### config.mk
export PLATFORM = sky130hd
export DESIGN_NAME = button_test_mode_sequencer_top
export DESIGN_NICKNAME = d
export VERILOG_FILES = /design/src/hw/rtl/btms_pkg.sv /design/src/hw/rtl/btms_step.sv /design/src/hw/rtl/button_test_mode_sequencer_top.sv
export SDC_FILE = /design/constraint.sdc
export NUM_CORES = 1
export LEC_CHECK = 0
export BUFFER_PORTS_ARGS = -buffer_cell sky130_fd_sc_hd__buf_2
export CAP_MARGIN = 0
export CELL_PAD_IN_SITES_DETAIL_PLACEMENT = 0
export CELL_PAD_IN_SITES_GLOBAL_PLACEMENT = 1
export CORE_MARGIN = 5
export CORE_UTILIZATION = 45
export DETAILED_ROUTE_END_ITERATION = 10
export PLACE_DENSITY_LB_ADDON = 0.2
export SYNTH_ARGS = -nofsm -noshare
export SYNTH_HDL_FRONTEND = slang
export SYNTH_SLANG_ARGS = --single-unit
### constraint.sdc
create_clock -name clk_i -period 9.8 [get_ports clk_i]
set_input_delay 2.94 -clock clk_i [delete_from_list [all_inputs] [get_ports clk_i]]
set_output_delay 2.94 -clock clk_i [all_outputs]
set_load 0.005 [all_outputs]
### src/hw/rtl/btms_pkg.sv
// Shared types and constants for the button test-mode sequencer.
// No dependencies; imported by every module of the block.
package btms_pkg;

  localparam int unsigned LAMP_COUNT_DEFAULT    = 6;
  localparam int unsigned MESSAGE_COUNT_DEFAULT = 4;

  localparam int unsigned TICK_W       = 32;
  localparam int unsigned DEB_MIN_W    = 16;
  localparam int unsigned TIMEOUT_W    = 24;
  localparam int unsigned MSG_PERIOD_W = 20;
  localparam int unsigned LAMP_PERIOD_W = 16;
  localparam int unsigned CFG_IDX_W    = 2;
  localparam int unsigned CFG_DATA_W   = 24;

  // register reset values
  localparam logic [DEB_MIN_W-1:0]     DEB_MIN_RST     = DEB_MIN_W'(10);
  localparam logic [TIMEOUT_W-1:0]     TIMEOUT_RST     = TIMEOUT_W'(600000);
  localparam logic [MSG_PERIOD_W-1:0]  MSG_PERIOD_RST  = MSG_PERIOD_W'(10000);
  localparam logic [LAMP_PERIOD_W-1:0] LAMP_PERIOD_RST = LAMP_PERIOD_W'(500);

  // countdown reset values
  localparam logic [TIMEOUT_W-1:0]     TMO_LEFT_RST  = TIMEOUT_W'(1000);
  localparam logic [MSG_PERIOD_W-1:0]  MSG_LEFT_RST  = MSG_PERIOD_W'(5000);
  localparam logic [LAMP_PERIOD_W-1:0] LAMP_LEFT_RST = LAMP_PERIOD_W'(500);

  typedef enum logic [CFG_IDX_W-1:0] {
    CFG_DEBOUNCE_MIN   = 2'd0,
    CFG_TEST_TIMEOUT   = 2'd1,
    CFG_MESSAGE_PERIOD = 2'd2,
    CFG_LAMP_PERIOD    = 2'd3
  } cfg_idx_e;

  typedef enum logic [1:0] {
    MODE_IDLE    = 2'd0,
    MODE_DIODE   = 2'd1,
    MODE_DISPLAY = 2'd2
  } mode_e;

  typedef struct packed {
    logic              button_level;
    logic              shed;
    logic [TICK_W-1:0] tick_now;
  } in_item_t;

  typedef struct packed {
    logic       redisplay;
    logic [1:0] test_mode;
    logic [2:0] message_select;
    logic [2:0] lamp_index;
    logic       lamp_lit;
    logic       panel_test_flag;
    logic       start_diode_test;
    logic       clear_faults;
  } out_item_t;

  typedef struct packed {
    logic [DEB_MIN_W-1:0]     debounce_min;
    logic [TIMEOUT_W-1:0]     test_timeout;
    logic [MSG_PERIOD_W-1:0]  message_period;
    logic [LAMP_PERIOD_W-1:0] lamp_period;
  } cfg_t;

endpackage

### src/hw/rtl/btms_step.sv
// Per-poll state update: debounce counter, mode sequencing and countdowns.
// Depends on btms_pkg. State advances only when step_i is high.
module btms_step
  import btms_pkg::*;
#(
  parameter int unsigned LampCount    = LAMP_COUNT_DEFAULT,
  parameter int unsigned MessageCount = MESSAGE_COUNT_DEFAULT
) (
  input  logic      clk_i,
  input  logic      rst_ni,
  input  logic      step_i,
  input  in_item_t  item_i,
  input  cfg_t      cfg_i,
  output out_item_t result_o
);

  localparam int unsigned LampPosW = $clog2(LampCount);
  localparam int unsigned MsgIdxW  = (MessageCount > 1) ? $clog2(MessageCount) : 1;
  localparam int unsigned MselW    = MsgIdxW + 3;
  localparam int unsigned LampExtW = LampPosW + 3;

  logic                     last_level_q, last_level_d;
  logic [TICK_W-1:0]        stable_q, stable_d;
  logic [TICK_W-1:0]        saved_q, saved_d;
  logic [TICK_W-1:0]        level_tick_q, level_tick_d;
  mode_e                    mode_q, mode_d;
  logic [TIMEOUT_W-1:0]     tmo_left_q, tmo_left_d;
  logic [TICK_W-1:0]        tmo_tick_q, tmo_tick_d;
  logic [MSG_PERIOD_W-1:0]  msg_left_q, msg_left_d;
  logic [TICK_W-1:0]        msg_tick_q, msg_tick_d;
  logic [MsgIdxW-1:0]       msg_idx_q, msg_idx_d;
  logic [LAMP_PERIOD_W-1:0] lamp_left_q, lamp_left_d;
  logic [TICK_W-1:0]        lamp_tick_q, lamp_tick_d;
  logic [LampPosW-1:0]      lamp_pos_q, lamp_pos_d;
  logic                     lamp_on_q, lamp_on_d;
  logic                     test_flag_q, test_flag_d;

  logic [TICK_W-1:0] now;
  logic [TICK_W-1:0] lvl_delta, msg_delta, lamp_delta, tmo_delta;
  logic [TICK_W:0]   sum;
  logic [TICK_W-1:0] deb_min_ext;
  logic              advance;
  logic              redisplay, start_pulse, clear_pulse;
  logic [MselW-1:0]  msel_ext;
  logic [LampExtW-1:0] lamp_ext;

  assign now         = item_i.tick_now;
  assign lvl_delta   = now - level_tick_q;
  assign msg_delta   = now - msg_tick_q;
  assign lamp_delta  = now - lamp_tick_q;
  assign tmo_delta   = now - tmo_tick_q;
  assign sum         = {1'b0, stable_q} + {1'b0, lvl_delta};
  assign deb_min_ext = {{(TICK_W-DEB_MIN_W){1'b0}}, cfg_i.debounce_min};

  always_comb begin
    last_level_d = last_level_q;
    stable_d     = stable_q;
    saved_d      = saved_q;
    level_tick_d = level_tick_q;
    mode_d       = mode_q;
    tmo_left_d   = tmo_left_q;
    tmo_tick_d   = tmo_tick_q;
    msg_left_d   = msg_left_q;
    msg_tick_d   = msg_tick_q;
    msg_idx_d    = msg_idx_q;
    lamp_left_d  = lamp_left_q;
    lamp_tick_d  = lamp_tick_q;
    lamp_pos_d   = lamp_pos_q;
    lamp_on_d    = lamp_on_q;
    test_flag_d  = test_flag_q;
    advance      = 1'b0;
    redisplay    = 1'b0;
    start_pulse  = 1'b0;
    clear_pulse  = 1'b0;

    // button qualification
    if (!item_i.shed) begin
      if (item_i.button_level != last_level_q) begin
        // short glitch: restore the count from before the glitch
        if (stable_q < deb_min_ext) begin
          stable_d = saved_q;
        end else begin
          saved_d  = stable_q;
          stable_d = '0;
        end
        last_level_d = item_i.button_level;
      end else if (level_tick_q != now) begin
        if (level_tick_q < now) begin
          if ((stable_q < deb_min_ext) && (sum >= {1'b0, deb_min_ext}) &&
              item_i.button_level) begin
            advance = 1'b1;
          end
          stable_d = sum[TICK_W] ? '1 : sum[TICK_W-1:0];
        end
        level_tick_d = now;
      end
    end

    if (advance) begin
      case (mode_q)
        MODE_IDLE: begin
          mode_d      = MODE_DIODE;
          tmo_left_d  = cfg_i.test_timeout;
          test_flag_d = 1'b1;
          start_pulse = 1'b1;
          redisplay   = 1'b1;
        end
        MODE_DIODE: begin
          mode_d      = MODE_DISPLAY;
          test_flag_d = 1'b1;
          tmo_left_d  = cfg_i.test_timeout;
          msg_left_d  = cfg_i.message_period;
          msg_idx_d   = '0;
          redisplay   = 1'b1;
        end
        default: begin
          mode_d      = MODE_IDLE;
          test_flag_d = 1'b0;
          lamp_on_d   = 1'b0;
          clear_pulse = 1'b1;
          redisplay   = 1'b1;
        end
      endcase
    end

    if (mode_d != MODE_IDLE) begin
      if (mode_d == MODE_DISPLAY) begin
        if (now > msg_tick_q) begin
          if (msg_delta > {{(TICK_W-MSG_PERIOD_W){1'b0}}, msg_left_d}) begin
            msg_left_d = cfg_i.message_period;
            msg_idx_d  = (msg_idx_d == MsgIdxW'(MessageCount - 1)) ? '0
                                                                   : msg_idx_d + MsgIdxW'(1);
            redisplay  = 1'b1;
          end else begin
            msg_left_d = msg_left_d - msg_delta[MSG_PERIOD_W-1:0];
          end
        end
        msg_tick_d = now;
      end

      if (now > lamp_tick_q) begin
        if (lamp_delta > {{(TICK_W-LAMP_PERIOD_W){1'b0}}, lamp_left_q}) begin
          lamp_left_d = cfg_i.lamp_period;
          lamp_pos_d  = (lamp_pos_q == LampPosW'(LampCount - 1)) ? '0
                                                                 : lamp_pos_q + LampPosW'(1);
          lamp_on_d   = 1'b1;
        end else begin
          lamp_left_d = lamp_left_q - lamp_delta[LAMP_PERIOD_W-1:0];
        end
      end
      lamp_tick_d = now;

      // timeout expiry leaves the countdown stale; it reloads on mode entry
      if (now > tmo_tick_q) begin
        if (tmo_delta > {{(TICK_W-TIMEOUT_W){1'b0}}, tmo_left_d}) begin
          mode_d      = MODE_IDLE;
          test_flag_d = 1'b0;
          lamp_on_d   = 1'b0;
          clear_pulse = 1'b1;
          redisplay   = 1'b1;
        end else begin
          tmo_left_d = tmo_left_d - tmo_delta[TIMEOUT_W-1:0];
        end
      end
      tmo_tick_d = now;
    end
  end

  assign msel_ext = {3'b000, msg_idx_d} + MselW'(1);
  assign lamp_ext = {3'b000, lamp_pos_d};

  always_comb begin
    result_o.redisplay        = redisplay;
    result_o.test_mode        = mode_d;
    result_o.message_select   = (mode_d == MODE_DISPLAY) ? msel_ext[2:0] : 3'b000;
    result_o.lamp_index       = lamp_ext[2:0];
    result_o.lamp_lit         = lamp_on_d;
    result_o.panel_test_flag  = test_flag_d;
    result_o.start_diode_test = start_pulse;
    result_o.clear_faults     = clear_pulse;
  end

  always_ff @(posedge clk_i or negedge rst_ni) begin
    if (!rst_ni) begin
      last_level_q <= 1'b0;
      stable_q     <= '0;
      saved_q      <= '0;
      level_tick_q <= '0;
      mode_q       <= MODE_IDLE;
      tmo_left_q   <= TMO_LEFT_RST;
      tmo_tick_q   <= '0;
      msg_left_q   <= MSG_LEFT_RST;
      msg_tick_q   <= '0;
      msg_idx_q    <= '0;
      lamp_left_q  <= LAMP_LEFT_RST;
      lamp_tick_q  <= '0;
      lamp_pos_q   <= '0;
      lamp_on_q    <= 1'b0;
      test_flag_q  <= 1'b0;
    end else if (step_i) begin
      last_level_q <= last_level_d;
      stable_q     <= stable_d;
      saved_q      <= saved_d;
      level_tick_q <= level_tick_d;
      mode_q       <= mode_d;
      tmo_left_q   <= tmo_left_d;
      tmo_tick_q   <= tmo_tick_d;
      msg_left_q   <= msg_left_d;
      msg_tick_q   <= msg_tick_d;
      msg_idx_q    <= msg_idx_d;
      lamp_left_q  <= lamp_left_d;
      lamp_tick_q  <= lamp_tick_d;
      lamp_pos_q   <= lamp_pos_d;
      lamp_on_q    <= lamp_on_d;
      test_flag_q  <= test_flag_d;
    end
  end

endmodule

### src/hw/rtl/button_test_mode_sequencer_top.sv
// Top level of the button test-mode sequencer: poll register, result register
// and configuration registers. Depends on btms_pkg and btms_step.

// One poll beat in gives one result beat out. A poll is captured in an input
// register; once the result register can take a beat, the whole state update
// (debounce counter, mode step, lamp/message/timeout countdowns) is done in one
// pass in btms_step and lands in the result register. A new poll is taken
// every cycle while the result side keeps up. The state update is the only
// loop, which is what sets the one-beat-per-cycle rate. Configuration writes
// are always taken (cfg_ready_o is tied high) and should only be issued while
// no poll is in flight.
module button_test_mode_sequencer_top
  import btms_pkg::*;
#(
  parameter int unsigned LampCount    = LAMP_COUNT_DEFAULT,
  parameter int unsigned MessageCount = MESSAGE_COUNT_DEFAULT
) (
  input  logic                  clk_i,
  input  logic                  rst_ni,
  input  logic                  in_valid_i,
  output logic                  in_stall_o,
  input  in_item_t              in_data_i,
  output logic                  out_valid_o,
  input  logic                  out_stall_i,
  output out_item_t             out_data_o,
  input  logic                  cfg_valid_i,
  output logic                  cfg_ready_o,
  input  logic [CFG_IDX_W-1:0]  cfg_index_i,
  input  logic [CFG_DATA_W-1:0] cfg_data_i
);

  in_item_t  in_q;
  logic      in_vld_q, in_vld_d;
  out_item_t out_q;
  logic      out_vld_q, out_vld_d;
  cfg_t      cfg_q;
  out_item_t result;
  logic      step;
  logic      in_take;

  assign step        = in_vld_q && (!out_vld_q || !out_stall_i);
  assign in_stall_o  = in_vld_q && !step;
  assign in_take     = in_valid_i && !in_stall_o;
  assign cfg_ready_o = 1'b1;

  always_comb begin
    in_vld_d = in_vld_q;
    if (in_take) begin
      in_vld_d = 1'b1;
    end else if (step) begin
      in_vld_d = 1'b0;
    end
    out_vld_d = out_vld_q;
    if (step) begin
      out_vld_d = 1'b1;
    end else if (!out_stall_i) begin
      out_vld_d = 1'b0;
    end
  end

  always_ff @(posedge clk_i or negedge rst_ni) begin
    if (!rst_ni) begin
      in_vld_q  <= 1'b0;
      out_vld_q <= 1'b0;
    end else begin
      in_vld_q  <= in_vld_d;
      out_vld_q <= out_vld_d;
    end
  end

  always_ff @(posedge clk_i) begin
    if (in_take) begin
      in_q <= in_data_i;
    end
    if (step) begin
      out_q <= result;
    end
  end

  always_ff @(posedge clk_i or negedge rst_ni) begin
    if (!rst_ni) begin
      cfg_q.debounce_min   <= DEB_MIN_RST;
      cfg_q.test_timeout   <= TIMEOUT_RST;
      cfg_q.message_period <= MSG_PERIOD_RST;
      cfg_q.lamp_period    <= LAMP_PERIOD_RST;
    end else if (cfg_valid_i && cfg_ready_o) begin
      case (cfg_idx_e'(cfg_index_i))
        CFG_DEBOUNCE_MIN:   cfg_q.debounce_min   <= cfg_data_i[DEB_MIN_W-1:0];
        CFG_TEST_TIMEOUT:   cfg_q.test_timeout   <= cfg_data_i[TIMEOUT_W-1:0];
        CFG_MESSAGE_PERIOD: cfg_q.message_period <= cfg_data_i[MSG_PERIOD_W-1:0];
        CFG_LAMP_PERIOD:    cfg_q.lamp_period    <= cfg_data_i[LAMP_PERIOD_W-1:0];
        default: begin
        end
      endcase
    end
  end

  btms_step #(
    .LampCount    (LampCount),
    .MessageCount (MessageCount)
  ) u_step (
    .clk_i    (clk_i),
    .rst_ni   (rst_ni),
    .step_i   (step),
    .item_i   (in_q),
    .cfg_i    (cfg_q),
    .result_o (result)
  );

  assign out_valid_o = out_vld_q;
  assign out_data_o  = out_q;

endmodule

Word-level counts from Yosys, hierarchy flattened
Cells that the tools add are included.
{"block": "word_totals", "output_inout_bits": 16, "inputBits": 65, "register_bits": 355}
{"block": "classes", "addsub": 10, "reduce_logical": 28, "n_eq_ne": 11, "bitwise_logic": 3, "order_cmp": 8, "muxes": 67}
{"cell": "2-to-1 mux 32 bit", "count": 5}
{"cell": "2-to-1 mux 20 bit", "count": 6}
{"cell": "2-to-1 mux 24 bit", "count": 5}
{"cell": "subtractor 32 bit", "count": 3}
{"cell": "> comparator 32 bit", "count": 2}
{"cell": "2-to-1 mux 1 bit", "count": 34}
{"cell": "adder 32 x 32 -> 33 bit", "count": 1}
{"cell": "greater-or-equal comparator 33 x 16 -> 1 bit", "count": 1}
{"cell": "> comparator 32 x 16 -> 1 bit", "count": 1}
{"cell": "> comparator 32 x 20 -> 1 bit", "count": 1}
{"cell": "> comparator 32 x 24 -> 1 bit", "count": 1}
{"cell": "< comparator 32 x 16 -> 1 bit", "count": 1}
{"cell": "< comparator 32 bit", "count": 1}
{"cell": "inequality test 32 bit", "count": 1}
{"cell": "subtractor 24 bit", "count": 1}
{"cell": "2-to-1 mux 2 bit", "count": 11}
{"cell": "subtractor 20 bit", "count": 1}
{"cell": "2-to-1 mux 16 bit", "count": 1}
{"cell": "subtractor 16 bit", "count": 1}
{"cell": "2-to-1 mux 3 bit", "count": 4}
{"cell": "AND reduction 4 bit", "count": 3}
{"cell": "equality test 2 bit, second input constant", "count": 5}
{"cell": "AND reduction 2 bit", "count": 5}
{"cell": "AND reduction 3 bit", "count": 3}
{"cell": "other kinds (15)", "count": 29}

Logic depth before layout (Yosys ltp)
Gate-level depths: netlist (run 1).
{"block": "logic_depth", "ltp_word": 18, "depth_mapped": 57, "depth_no_buf": 55}

Cells and area by module
From an unflattened synthesis (run 1), not the netlist that was laid out.
{"block": "hier_totals", "cells_unflattened": 2902, "area_unflattened_um2": 26788.2}
{"mod": "btms_step", "instances": 1, "area_each_um2": 22392.7, "cells_per_inst": 2683}
{"mod": "button_test_mode_sequencer_top", "instances": 1, "area_each_um2": 4395.5, "cells_per_inst": 219}

Least setup slack after synthesis (run 1)
OpenSTA, ideal clock, no wires.
{"block": "synth_timing", "kind": "flip-flop to flip-flop", "from": "reg in_q[1] (netlist bit)", "to": "reg u_step.tmo_left_q[22]", "t_required_ns": 9.717, "path_stages_with_launch": 54, "setup_ns": 0.083, "setup_slack_ns": 0.387, "arrival_time_ns": 9.330, "cell_sequence": "edfxtp_1 ha_1 nor2b_1 o21ai_0 a21boi_1 o21ai_0 a21boi_1 o21ai_0 a21boi_1 o21ai_0 a21oi_1 o21a_1 nor2_1 o21ai_0 a21oi_1 xnor2_1 ha_1 clkbuf_1 [... 18 more ...] fa_1 a21o_1 a21o_1 a21o_1 a21oi_1 o21bai_1 a21oi_1 o21a_1 o21ai_0 o21a_1 nor2_1 o21bai_1 a211oi_1 o21bai_1 a21oi_1 xnor2_1 mux2i_1 o21ai_0"}
{"block": "synth_between", "elab_chain_cells": 15, "word_cells_on_any_way": 22, "cone_classes": "add/sub: 4; order compare: 4; eq/ne: 1; mux: 10; reduce/logical: 3"}
{"item": "start, declared", "line_no": "button_test_mode_sequencer_top.sv:32", "rtl": "in_item_t in_q;"}
{"item": "start signal, assigned", "line_no": "button_test_mode_sequencer_top.sv:73", "rtl": "in_q <= in_data_i;"}
{"item": "subtractor 32 bit", "line_no": "btms_step.sv:48", "rtl": "assign lvl_delta = now - level_tick_q;"}
{"item": "adder 32 x 32 -> 33 bit", "line_no": "btms_step.sv:52", "rtl": "assign sum = {1'b0, stable_q} + {1'b0, lvl_delta};"}
{"item": "greater-or-equal comparator 33 x 16 -> 1 bit", "line_no": "btms_step.sv:89", "rtl": "if ((stable_q < deb_min_ext) && (sum >= {1'b0, deb_min_ext}) &&"}
{"item": "logical AND 1 bit (2 in series)", "line_no": "btms_step.sv:89"}
{"item": "2-to-1 mux 1 bit", "line_no": "btms_step.sv:89"}
{"item": "2-to-1 mux 1 bit", "line_no": "btms_step.sv:88", "rtl": "if (level_tick_q < now) begin"}
{"item": "2-to-1 mux 1 bit", "line_no": "btms_step.sv:87", "rtl": "end else if (level_tick_q != now) begin"}
{"item": "2-to-1 mux 1 bit", "line_no": "btms_step.sv:78", "rtl": "if (item_i.button_level != last_level_q) begin"}
{"item": "2-to-1 mux 1 bit", "line_no": "btms_step.sv:77", "rtl": "if (!item_i.shed) begin"}
{"item": "2-to-1 mux 24 bit", "line_no": "btms_step.sv:99", "rtl": "if (advance) begin"}
{"item": "> comparator 32 x 24 -> 1 bit / subtractor 24 bit (equally long branches)", "line_no": "btms_step.sv:155, btms_step.sv:162"}
{"item": "2-to-1 mux 24 bit", "line_no": "btms_step.sv:155", "rtl": "if (tmo_delta > {{(TICK_W-TIMEOUT_W){1'b0}}, tmo_left_d}) begin"}
{"item": "2-to-1 mux 24 bit", "line_no": "btms_step.sv:154", "rtl": "if (now > tmo_tick_q) begin"}
{"item": "2-to-1 mux 24 bit (*)", "line_no": "btms_step.sv:126", "rtl": "if (mode_d != MODE_IDLE) begin"}
{"item": "end signal, assigned", "line_no": "btms_step.sv:206", "rtl": "tmo_left_q <= tmo_left_d;"}
{"item": "end, declared", "line_no": "btms_step.sv:27", "rtl": "logic [TIMEOUT_W-1:0] tmo_left_q, tmo_left_d;"}
Mark *: on every way between the ends. The rest lies on a longest branch, timed or not.
A chain may end at the register's enable or synchronous reset.

Worst setup path after layout (run 1)
{"block": "layout_timing", "from": "reg u_step.level_tick_q[1]", "to": "reg out_q (netlist bit out_data_o[8]) (data pin)"}
{"block": "layout_between", "elab_chain_cells": 18, "word_cells_on_any_way": 32, "cone_classes": "add/sub: 4; order compare: 4; eq/ne: 4; mux: 17; reduce/logical: 3"}
{"item": "start, declared", "line_no": "btms_step.sv:25", "rtl": "logic [TICK_W-1:0] level_tick_q, level_tick_d;"}
{"item": "start signal, assigned", "line_no": "btms_step.sv:204", "rtl": "level_tick_q <= level_tick_d;"}
{"item": "subtractor 32 bit", "line_no": "btms_step.sv:48"}
{"item": "adder 32 x 32 -> 33 bit", "line_no": "btms_step.sv:52"}
{"item": "greater-or-equal comparator 33 x 16 -> 1 bit", "line_no": "btms_step.sv:89"}
{"item": "logical AND 1 bit (2 in series)", "line_no": "btms_step.sv:89"}
{"item": "2-to-1 mux 1 bit", "line_no": "btms_step.sv:89"}
{"item": "2-to-1 mux 1 bit", "line_no": "btms_step.sv:88"}
{"item": "2-to-1 mux 1 bit (*)", "line_no": "btms_step.sv:87"}
{"item": "2-to-1 mux 1 bit (*)", "line_no": "btms_step.sv:78"}
{"item": "2-to-1 mux 1 bit (*)", "line_no": "btms_step.sv:77"}
{"item": "branches (longest 6 deep; another with > comparator 32 x 20 -> 1 bit)"}
{"item": "2-to-1 mux 2 bit (*)", "line_no": "btms_step.sv:126"}
{"item": "net u_step.msg_idx_d[1]", "line_no": "btms_step.sv:31", "rtl": "logic [MsgIdxW-1:0] msg_idx_q, msg_idx_d;"}
{"item": "adder 2 x 1 -> 3 bit (*)", "line_no": "btms_step.sv:169", "rtl": "assign msel_ext = {3'b000, msg_idx_d} + MselW'(1);"}
{"item": "net u_step.msel_ext[1]", "line_no": "btms_step.sv:44", "rtl": "logic [MselW-1:0] msel_ext;"}
{"item": "end signal, assigned", "line_no": "button_test_mode_sequencer_top.sv:76", "rtl": "out_q <= result;"}
{"item": "end, declared", "line_no": "button_test_mode_sequencer_top.sv:34", "rtl": "out_item_t out_q;"}
Mark *: on every way through the listed nets, which the timed path passes.

==> metrics.md, run 1 <==
| Metric | Value |
|---|---|
| Status | completed |
| Via count | 21,982 |
| Slew Viols, Final | 0 |
| Syn_area_per_cell | 9.05 um^2 |
| Vias in the first global route | 21,865 |
| Worst-skew pair later-pin latency | 0.58 ns |
| Yosys cell types | 97 |
| Nets@finish | 3,513 |
| CTS max path bufs | 3 |
| CP Class | reg -> reg |
| Worst Max-Slew Pin Slew | 0.967 ns |
| Vias per inst | 5.54 |
| TritonCTS Buffers | 45 |
| Drt first pass iters | 5 |
| # H-tree levels | 2 |
| DR WL/cell | 19.7 um |
| Worst min path class | reg -> reg |
| I/O pin count | 81 |
| Area grow syn2layout | 19.6% |
| Fraction of the mapped netlist area in adder cells | 0.137 |
| Final Hold Viols | 0 |
| Clk slew on worst S/H paths | 0.07 ns |
| Max Cap Viol | 0 |
| Startpoint Class | register |
| Die Area | 63,000 um^2 |
| Post-DRT Antenna Nets | 0 |
| Synth Area in Compound Gates | 0.197 |
| Seq cells post-synth | 355 |
| Synth async-reset ratio | 0.868 |
| Period minus WS final | 9.66 ns |
| Syn. warnings | 0 |
| Grt total ovfl | 0 |
| Sequential element share of the synthesized area | 0.351 |
| CP arrival | 10.00 ns |
| Die H | 251 um |
| Hold_ws | 0.472 ns |
| Initial antenna violation count | 1 |
| GPL Wtd Cong | 0.906 |
| Die W | 251 um |
| Slowest cell on the critical path | or4_4 |
| Proportion of layout cells with a drive suffix above 1 | 0.220 |
| Clock Root Buffer | clkbuf_16 |
| # setup viols final | 0 |
| Synth area leaders | dfrtp_1 26%, ha_1 13%, edfxtp_1 5.4%, mux2_2 5.3%, inv_1 4.3% |
| CTS Hold Bufs | 0 |
| Largest family of logic cells by synthesized area | compound AO/OA/AOI/OAI gates |
| Number of synthesized flops with an enable pin | 47 |
| Clock sinks | 355 |
| Share of the synthesized area in the top cell type | 0.259 |
| Clk_skew | 0.0234 ns |
| Worst setup EP type | register |
| Synth area leader | dfrtp_1 |
| Global-route wire length before repair | 120,000 um |
| Detailed Route WL | 78,000 um |
| Tcrit/Tclk final | 0.986 |
| Simple-gate area share of the yosys netlist | 0.130 |
| DRC | 0 |
| Post-Synthesis Cells | 2,889 |
| Initial core utilization | 0.454 |
| Initial drt markers | 1,286 |
| FP Rows | 88 |
| Synth top cells by count | 299 x inv_1, 276 x ha_1, 270 x dfrtp_1 |
| Multiplexer share of the synthesized area | 0.0774 |
| Most common cell in the netlist | inv_1 |
| Max frequency | 0.104 GHz |
| Antenna diode count | 0 |
| All-Layer GR Usage | 0.238 |
| Fill count | 5,188 |
| Dpl hpwl | 58,700 um |
| CP required | 10.14 ns |
| Ys flop type | dfrtp_1 |
| CTS tree | yes |
| Crit-path max cell delay | 0.60 ns |
| Crit path max fanout | 3 |
| Cell Area, Synth | 26,100 um^2 |
| Mapped Nets | 3,237 |
| IO Port Bufs | 79 |
| Unrepaired setup endpoints after global routing | yes |
| Slew margin rel. | 0.353 |
| Post-Synth XOR/XNOR Area | 0.0493 |
| Pin count of the biggest net entering global routing | 131 |
| Total core area | 57,600 um^2 |
## cell usage in the layout, fill, tap and decap left out, types with 31 or more instances in the layout
cell type,synthesis,layout
nand3_1,42,42
inv_1,299,294
nand2_1,245,244
mux2i_1,60,55
o21bai_1,34,33
a21oi_1,212,195
o21ai_1,41,53
a21o_1,89,89
edfxtp_1,47,47
xnor2_1,102,100
nor2b_1,36,33
o31ai_1,32,31
o21a_1,32,32
o21ai_0,207,185
dfrtp_1,270,270
nand2b_1,36,36
ha_1,276,266
clkbuf_16,0,52
dfstp_2,38,38
mux2_2,124,122
buf_2,14,78
nand4_1,39,39
nor3_1,38,36
buf_4,3,221
xor2_1,45,44
nor2_1,176,171
## cell type report
type | count | area, um^2 | area share
multi-input combinational | 2144 | 16000 | 0.511
sequential | 355 | 9170 | 0.293
timing repair buffer | 320 | 2410 | 0.0771
clock buffer | 63 | 1320 | 0.0421
inverter | 299 | 1120 | 0.0359
tap | 765 | 957 | 0.0306
clock inverter | 20 | 328 | 0.0105
## worst max-delay path: cells and delay by family (launching register included)
family / cells / cell delay (ns)
mux: 1 / 0.33
compound gates: 23 / 4.13
buf+inv: 7 / 0.82
xor+xnor: 2 / 0.38
fa+ha+maj: 4 / 0.97
flops: 1 / 0.40
simple gates: 12 / 2.39
## kinds of logic after synthesis
kind of cell,count (synthesis)
flops,355
other cells,1
buf+inv,390
simple gates,711
xor+xnor,147
mux,186
compound gates,816
fa+ha+maj,283
## layer usage
metal	share of wire	vias to the layer above	global-route usage
li1	-	10695	-
met1	0.44	10625	0.319
met2	0.46	509	0.394
met3	0.050	153	0.0317
met4	0.042	0	0.0883
met5	0	-	0
## state kept, by name, indices dropped and copies added (netlist names)
| name | flops |
|---|---|
| cfg_q | 76 |
| u_step.lamp_pos_q | 3 |
| out_valid_o | 1 |
| u_step.stable_q | 32 |
| u_step.msg_tick_q | 32 |
| u_step.msg_idx_q | 2 |
| u_step.test_flag_q | 1 |
| u_step.last_level_q | 1 |
| u_step.lamp_left_q | 16 |
| u_step.tmo_left_q | 24 |
| out_data_o | 13 |
| in_q | 34 |
| u_step.lamp_tick_q | 32 |
| u_step.lamp_on_q | 1 |
| in_vld_q | 1 |
| u_step.mode_q | 2 |
| u_step.msg_left_q | 20 |
| u_step.level_tick_q | 32 |
| u_step.saved_q | 32 |
## worst paths after layout
kind	from	endpoint	slack [ns]	cells past startpoint
worst max-delay path	u_step.level_tick_q[1]	out_data_o[8]	0.14	49
worst min-delay path	u_step.tmo_left_q[9]	u_step.tmo_left_q[9]	0.47	2
worst max register to register	u_step.level_tick_q[1]	out_data_o[8]	0.14	49
worst min register to register	u_step.tmo_left_q[9]	u_step.tmo_left_q[9]	0.47	2
max in group asynchronous	rst_ni	u_step.saved_q[20]	5.95	2
min in group asynchronous	rst_ni	cfg_q[9]	2.41	1
## timing repair
item / CTS / global route
cloned: 0 / 4
setup buffers: 0 / 37
gates resized for setup: 18 / 124
pin swaps: 4 / 90
endpoints found under the setup margin: 59 / 59
## stage by stage
step / setup TNS [ns] / instance area [um^2] / worst slack [ns] / std cells / utilization
6_report: 0 / 31300 / 0.140 / 3966 / 0.543
3_5_place_dp: -11.38 / 28700 / -0.471 / 3843 / 0.499
2_1_floorplan: 0 / 26100 / 0.387 / 2889 / -
3_3_place_gp: -2.90 / 28700 / -0.318 / 3843 / 0.499
4_1_cts: 0 / 30400 / 0.00518 / 3926 / 0.528
5_1_grt: -9.66 / 31300 / -0.420 / 3966 / 0.543
Power of run 1 is left out: the tool's default activity adds up to more than one toggle a clock period on the data nets, which glitch-free logic cannot reach.
==> inputs of run 2 (changes only) <==
- RECOVER_POWER: unset -> 50
==> run 2 against run 1 <==
The flow now finishes with violations (capacitance limit, slew limit). First-iteration DRC count is 10% higher. Worst setup slack worse by 0.00097 ns. Sequential share of layout area barely moved. Via count shrank 0.25%. Worst hold slack lost 0.0032 ns. Non-clock buffer count unchanged. Register-to-register slack hardly changed. Critical endpoint unchanged. Highest routed layer unchanged.
==> metrics.md, run 2 (synthesized netlist as in run 1, its figures left out) <==
| Metric | Value |
|---|---|
| Status | finished, violations left |
| Failing checks | capacitance limit, slew limit |
| Detailed Route WL | 77,800 um (-0.21%) |
| Slew margin rel. | -3.32 (-3.67) |
| WHS Endpoint | u_step.tmo_left_q[9] |
| IO Port Bufs | 79 (unchanged) |
| # H-tree levels | 2 (unchanged) |
| CP arrival | 10.00 ns (about the same) |
| FF-to-FF End | out_data_o[8] |
| I/O pin count | 81 (unchanged) |
| Placed Cells | 3,843 (unchanged) |
| Commonest non-fill, non-tap cell in the layout | inv_1 |
| Grt total ovfl | 0 (unchanged) |
| Clock sinks | 355 (unchanged) |
| Post-DRT Antenna Nets | 0 (unchanged) |
| Nets@finish | 3,513 (unchanged) |
| Initial antenna violation count | 2 (+1) |
| FP Rows | 88 (unchanged) |
| Biggest regs | cfg_q (76), in_q (34) |
| Initial drt markers | 1,418 (+10%) |
| Crit path max fanout | 3 (unchanged) |
| Tcrit/Tclk final | 0.986 (about the same) |
| Die Area | 63,000 um^2 (unchanged) |
| Worst r2r src | u_step.level_tick_q[1] |
| All-Layer GR Usage | 0.238 (unchanged) |
| Clock Root Buffer | clkbuf_16 |
| DRC | 0 (unchanged) |
| Total core area | 57,600 um^2 (unchanged) |
| Setup slack, reg-to-reg | 0.14 ns (about the same) |
| Proportion of layout cells with a drive suffix above 1 | 0.216 (-0.00375) |
| Worst hold stages | 2 (unchanged) |
| Unrepaired setup endpoints after global routing | yes |
| GPL Wtd Cong | 0.906 (unchanged) |
| Largest Register | cfg_q |
| DR WL/cell | 19.6 um (-0.24%) |
| Slew Viols, Final | 173 (+173) |
| Non-Filler Instances | 3,967 (+0.025%) |
| Clk slew on worst S/H paths | 0.07 ns (about the same) |
| Slowest cell on the critical path | or4_4 |
| Period minus WS final | 9.66 ns (+0.000971 ns) |
| Max Cap Viol | 3 (+3) |
| Worst-skew pair later-pin latency | 0.58 ns (about the same) |
| Die H | 251 um (unchanged) |
| Clk_skew | 0.0234 ns (+0.000000500 ns) |
| CTS tree | yes |
| Worst min path class | reg -> reg |
| Drt first pass iters | 7 (+2) |
| Via count | 21,928 (-0.25%) |
| CP required | 10.14 ns (about the same) |
| Vias per inst | 5.53 (-0.27%) |
| Max FFs per register | 76 (unchanged) |
| Hold_ws | 0.469 ns (-0.00318 ns) |
| Dpl hpwl | 58,700 um (unchanged) |
| Worst Max-Slew Pin Slew | 6.47 ns (+5.51 ns) |
| Vias in the first global route | 21,865 (unchanged) |
| Startpoint Class | register |
| CP Class | reg -> reg |
| FF-to-FF path depth | 49 (unchanged) |
| # setup viols final | 0 (unchanged) |
| Area grow syn2layout | 19.5% |
| Most frequent cells in the layout | 294 x inv_1, 270 x dfrtp_1, 266 x ha_1 |
| Min-delay src | u_step.tmo_left_q[9] |
| CTS Hold Bufs | 0 (unchanged) |
| TritonCTS Buffers | 45 (unchanged) |
| Worst setup EP type | register |
| Final Hold Viols | 0 (unchanged) |
| Initial core utilization | 0.454 (unchanged) |
| Max frequency | 0.104 GHz (about the same) |
| Global-route wire length before repair | 120,000 um (unchanged) |
| Die W | 251 um (unchanged) |
| Pin count of the biggest net entering global routing | 131 (unchanged) |
| CTS max path bufs | 3 (unchanged) |
| Crit-path max cell delay | 0.60 ns (about the same) |
==> run 2: cell types whose count changed in the layout (fill, tap and decap cells not counted) <==
cell,change
and2_0,+1
and2_1,-1
buf_2,-6
buf_4,-4
buf_8,-1
clkbuf_1,+11
diode_2,+1
nor3b_1,+1
nor3b_2,-1
==> run 2: stage by stage <==
stage	TNS, ns	utilization	worst slack [ns]	area, um^2
after detailed placement	-11.38	0.499	-0.471	28700
after global routing	-9.66	0.542	-0.420	31200
after global placement	-2.90	0.499	-0.318	28700
after floorplan	0	-	0.387	26100
after CTS	0	0.528	0.00518	30400
final	0	0.542	0.139	31200
==> run 2: repair_timing <==
item,in CTS,in global routing
endpoints found under the setup margin,59,59
gates cloned,0,4
resized for setup,18,124
setup buffers,0,37
pin swaps,4,90
==> run 2: worst max path at each step <==
stage / from / to / slack [ns] / depth (start not counted)
floorplan: in_q[1] / u_step.tmo_left_q[22] / 0.39 / 53
global placement: in_q[1] / u_step.tmo_left_q[23] / -0.32 / 51
detailed placement: in_q[1] / u_step.tmo_left_q[23] / -0.47 / 51
CTS: in_q[1] / u_step.tmo_left_q[22] / 0.005 / 55
global route: u_step.level_tick_q[1] / u_step.tmo_left_q[22] / -0.42 / 52
finish: u_step.level_tick_q[1] / out_data_o[8] / 0.14 / 49
==> run 2: cell type report <==
class / count / area [um^2]
Fill cell: 5198 / 26400
Multi-Input combinational cell: 2144 / 16000
Sequential cell: 355 / 9170
Timing Repair Buffer: 320 / 2380
Clock buffer: 63 / 1320
Inverter: 299 / 1120
Tap cell: 765 / 957
Clock inverter: 20 / 328
Antenna cell: 1 / 2.50
==> run 2: worst max-delay path: cells and delay by family (launching register included) <==
family | cells | cell delay, ns
adders and majority gates | 4 | 0.97
AOI/OAI and AO/OA | 23 | 4.12
xor gates and xnor gates | 2 | 0.39
DFF | 1 | 0.40
and+or+nand+nor | 12 | 2.40
muxes | 1 | 0.33
buffers and inverters | 7 | 0.84
==> run 2: metal layers <==
layer / up-vias / GRT usage / share of wire
li1: 10711 / - / -
met1: 10555 / 0.319 / 0.45
met2: 509 / 0.394 / 0.46
met3: 153 / 0.0317 / 0.047
met4: 0 / 0.0883 / 0.042
met5: - / 0 / 0
Power of run 2 is left out for the same reason.
==> inputs of run 3 (changes only) <==
- clock period: 9.8 -> 8.7 ns (I/O delays scaled with it)
==> run 3 against run 2 <==
The run ends with capacitance limit, slew limit, setup timing left. Flip-flop and latch count is the same. First-iteration DRC count shrank 8.4%. Critical path depth is the same. Critical endpoint unchanged. Clock skew shrank 0.0040 ns. Non-clock buffer count grew 254. Maximum frequency grew 3.1%. Utilization grew 3.9 points. Sequential share of layout area shrank 2.0 points. Worst setup slack lost 0.81 ns. Die area is the same. Worst hold slack lost 0.0037 ns.
==> metrics.md, run 3 (synthesized netlist as in run 1, its figures left out) <==
| Metric | Value |
|---|---|
| Status | finished, violations left |
| Failing checks | capacitance limit, slew limit, setup timing |
| CP arrival | 9.71 ns (-0.29 ns) |
| Initial core utilization | 0.454 (unchanged) |
| Worst Max-Slew Pin Slew | 5.56 ns (-0.911 ns) |
| Biggest regs | cfg_q (76), in_q (34) |
| Final worst slack | -0.675 ns (-0.814 ns) |
| Detailed Route WL | 82,400 um (+5.9%) |
| Clock Root Buffer | clkbuf_16 |
| All-Layer GR Usage | 0.252 (+0.0145) |
| Met1 usage | 0.328 (+0.00911) |
| DR WL/cell | 19.5 um (-0.46%) |
| Antenna diode count | 0 (-1) |
| Clock sinks | 355 (unchanged) |
| Total core area | 57,600 um^2 (unchanged) |
| Slew margin rel. | -2.71 (+0.607) |
| Die Area | 63,000 um^2 (unchanged) |
| Worst r2r src | u_step.level_tick_q[1] |
| CP Class | reg -> reg |
| Largest Register | cfg_q |
| # H-tree levels | 2 (unchanged) |
| Vias per inst | 5.45 (-1.4%) |
| Most frequent cells in the layout | 457 x buf_4, 289 x inv_1, 270 x dfrtp_1 |
| Clk_skew | 0.0195 ns (-0.00399 ns) |
| Slowest cell on the critical path | or4_4 |
| Area grow syn2layout | 28.2% |
| Crit path max fanout | 4 (+1) |
| Worst Setup SP | u_step.level_tick_q[1] |
| TritonCTS Buffers | 45 (unchanged) |
| Max frequency | 0.107 GHz (+3.1%) |
| CTS max path bufs | 3 (unchanged) |
| Initial antenna violation count | 3 (+1) |
| Tcrit/Tclk final | 1.08 (+0.0917) |
| Worst setup endpoint | out_data_o[8] |
| Pre-CTS setup slack | -1.06 ns (-0.591 ns) |
| CP required | 9.04 ns (-1.10 ns) |
| FF-to-FF End | out_data_o[8] |
| Nets@finish | 3,767 (+7.2%) |
| Period minus WS final | 9.37 ns (-0.286 ns) |
| Global-route wire length before repair | 126,000 um (+5.2%) |
| FP Rows | 88 (unchanged) |
| Setup slack, reg-to-reg | -0.67 ns (-0.81 ns) |
| Worst-skew pair later-pin latency | 0.59 ns (about the same) |
| Critical path's most frequent cell | o211ai_1 |
| Global-route track usage on met3 | 0.0385 (+0.00683) |
| Startpoint Class | register |
| Die W | 251 um (unchanged) |
| DRC | 0 (unchanged) |
| Die H | 251 um (unchanged) |
| Worst min path class | reg -> reg |
| Pin count of the biggest net entering global routing | 147 (+12%) |
| Drt first pass iters | 6 (-1) |
| I/O pin count | 81 (unchanged) |
| Global route hottest layer | met2 |
| Worst setup EP type | register |
| Routing usage on met2 | 0.423 (+0.0290) |
| Via count | 23,001 (+4.9%) |
| FF-to-FF path depth | 49 (unchanged) |
| Max Cap Viol | 3 (unchanged) |
| Slew Viols, Final | 164 (-5.2%) |
| GPL Wtd Cong | 0.969 (+6.9%) |
| Dpl hpwl | 62,600 um (+6.7%) |
| Vias in the first global route | 22,778 (+4.2%) |
| Final Hold Viols | 0 (unchanged) |
| Unrepaired setup endpoints after global routing | yes |
| Max FFs per register | 76 (unchanged) |
| Grt total ovfl | 0 (unchanged) |
| Post-DRT Antenna Nets | 0 (unchanged) |
| Commonest non-fill, non-tap cell in the layout | buf_4 |
| Initial drt markers | 1,299 (-8.4%) |
| Clk slew on worst S/H paths | 0.06 ns (about the same) |
| Proportion of layout cells with a drive suffix above 1 | 0.291 (+0.0747) |
| Crit-path max cell delay | 0.59 ns (about the same) |
| CTS tree | yes |
| # setup viols final | 59 (+59) |
| IO Port Bufs | 79 (unchanged) |
run 3: cell types whose count changed in the layout (fill, tap and decap cells not counted), sizes merged:
| cell | previous run | this run |
|---|---|---|
| bufinv | 8 | 9 |
| clkinv | 9 | 19 |
| clkbuf | 78 | 61 |
| diode | 1 | 0 |
| inv | 300 | 302 |
| buf | 305 | 563 |
run 3: per-layer routing:
metal  wire length [um]  vias up  part of all wire
met4               3650        0             0.044
met2              39100      547              0.47
li1                   -    11200                 -
met5                  0        -                 0
met1              35800    11072              0.43
met3               3870      182             0.047
run 3: stage by stage:
step	utilization	cells	area [um^2]	setup TNS (ns)	hold slack, ns
2_1_floorplan	-	2889	26300	-0.267	0.440
3_3_place_gp	0.526	4035	30300	-35.46	0.453
3_5_place_dp	0.526	4035	30300	-46.07	0.470
4_1_cts	0.568	4181	32700	-19.88	0.465
5_1_grt	0.582	4220	33500	-61.35	0.487
6_report	0.582	4220	33500	-27.51	0.465
run 3: layout make-up:
cell class	count	area, um^2
fill	5061	24100
multi-input combinational	2144	16400
sequential	355	9170
timing repair buffer	574	4310
clock buffer	50	1160
inverter	299	1120
tap	765	957
clock inverter	33	428
run 3: worst min-delay path by stage:
stage	from	cells after the start	slack [ns]	end
after global routing	u_step.tmo_left_q[3]	2	0.49	u_step.tmo_left_q[3]
after global placement	u_step.tmo_left_q[7]	2	0.45	u_step.tmo_left_q[7]
final	u_step.tmo_left_q[9]	2	0.47	u_step.tmo_left_q[9]
after detailed placement	u_step.tmo_left_q[10]	2	0.47	u_step.tmo_left_q[10]
after floorplan	u_step.tmo_left_q[7]	2	0.44	u_step.tmo_left_q[7]
after CTS	u_step.tmo_left_q[3]	2	0.47	u_step.tmo_left_q[3]
run 3: timing repair:
item	CTS	global route
hold buffers	0	0
endpoints found under the setup margin	59	59
resized for setup	99	108
setup buffers	64	41
pin swaps	66	110
cloned	1	0
run 3: critical path, delay by kind of cell (launching register included):
| family | cells | cell delay, ns |
|---|---|---|
| AOI/OAI and AO/OA | 23 | 3.87 |
| xor gates and xnor gates | 2 | 0.34 |
| adders and majority gates | 4 | 1.03 |
| buffers and inverters | 7 | 0.79 |
| DFF | 1 | 0.40 |
| muxes | 1 | 0.34 |
| and+or+nand+nor | 12 | 2.33 |
Power of run 3 is left out for the same reason.
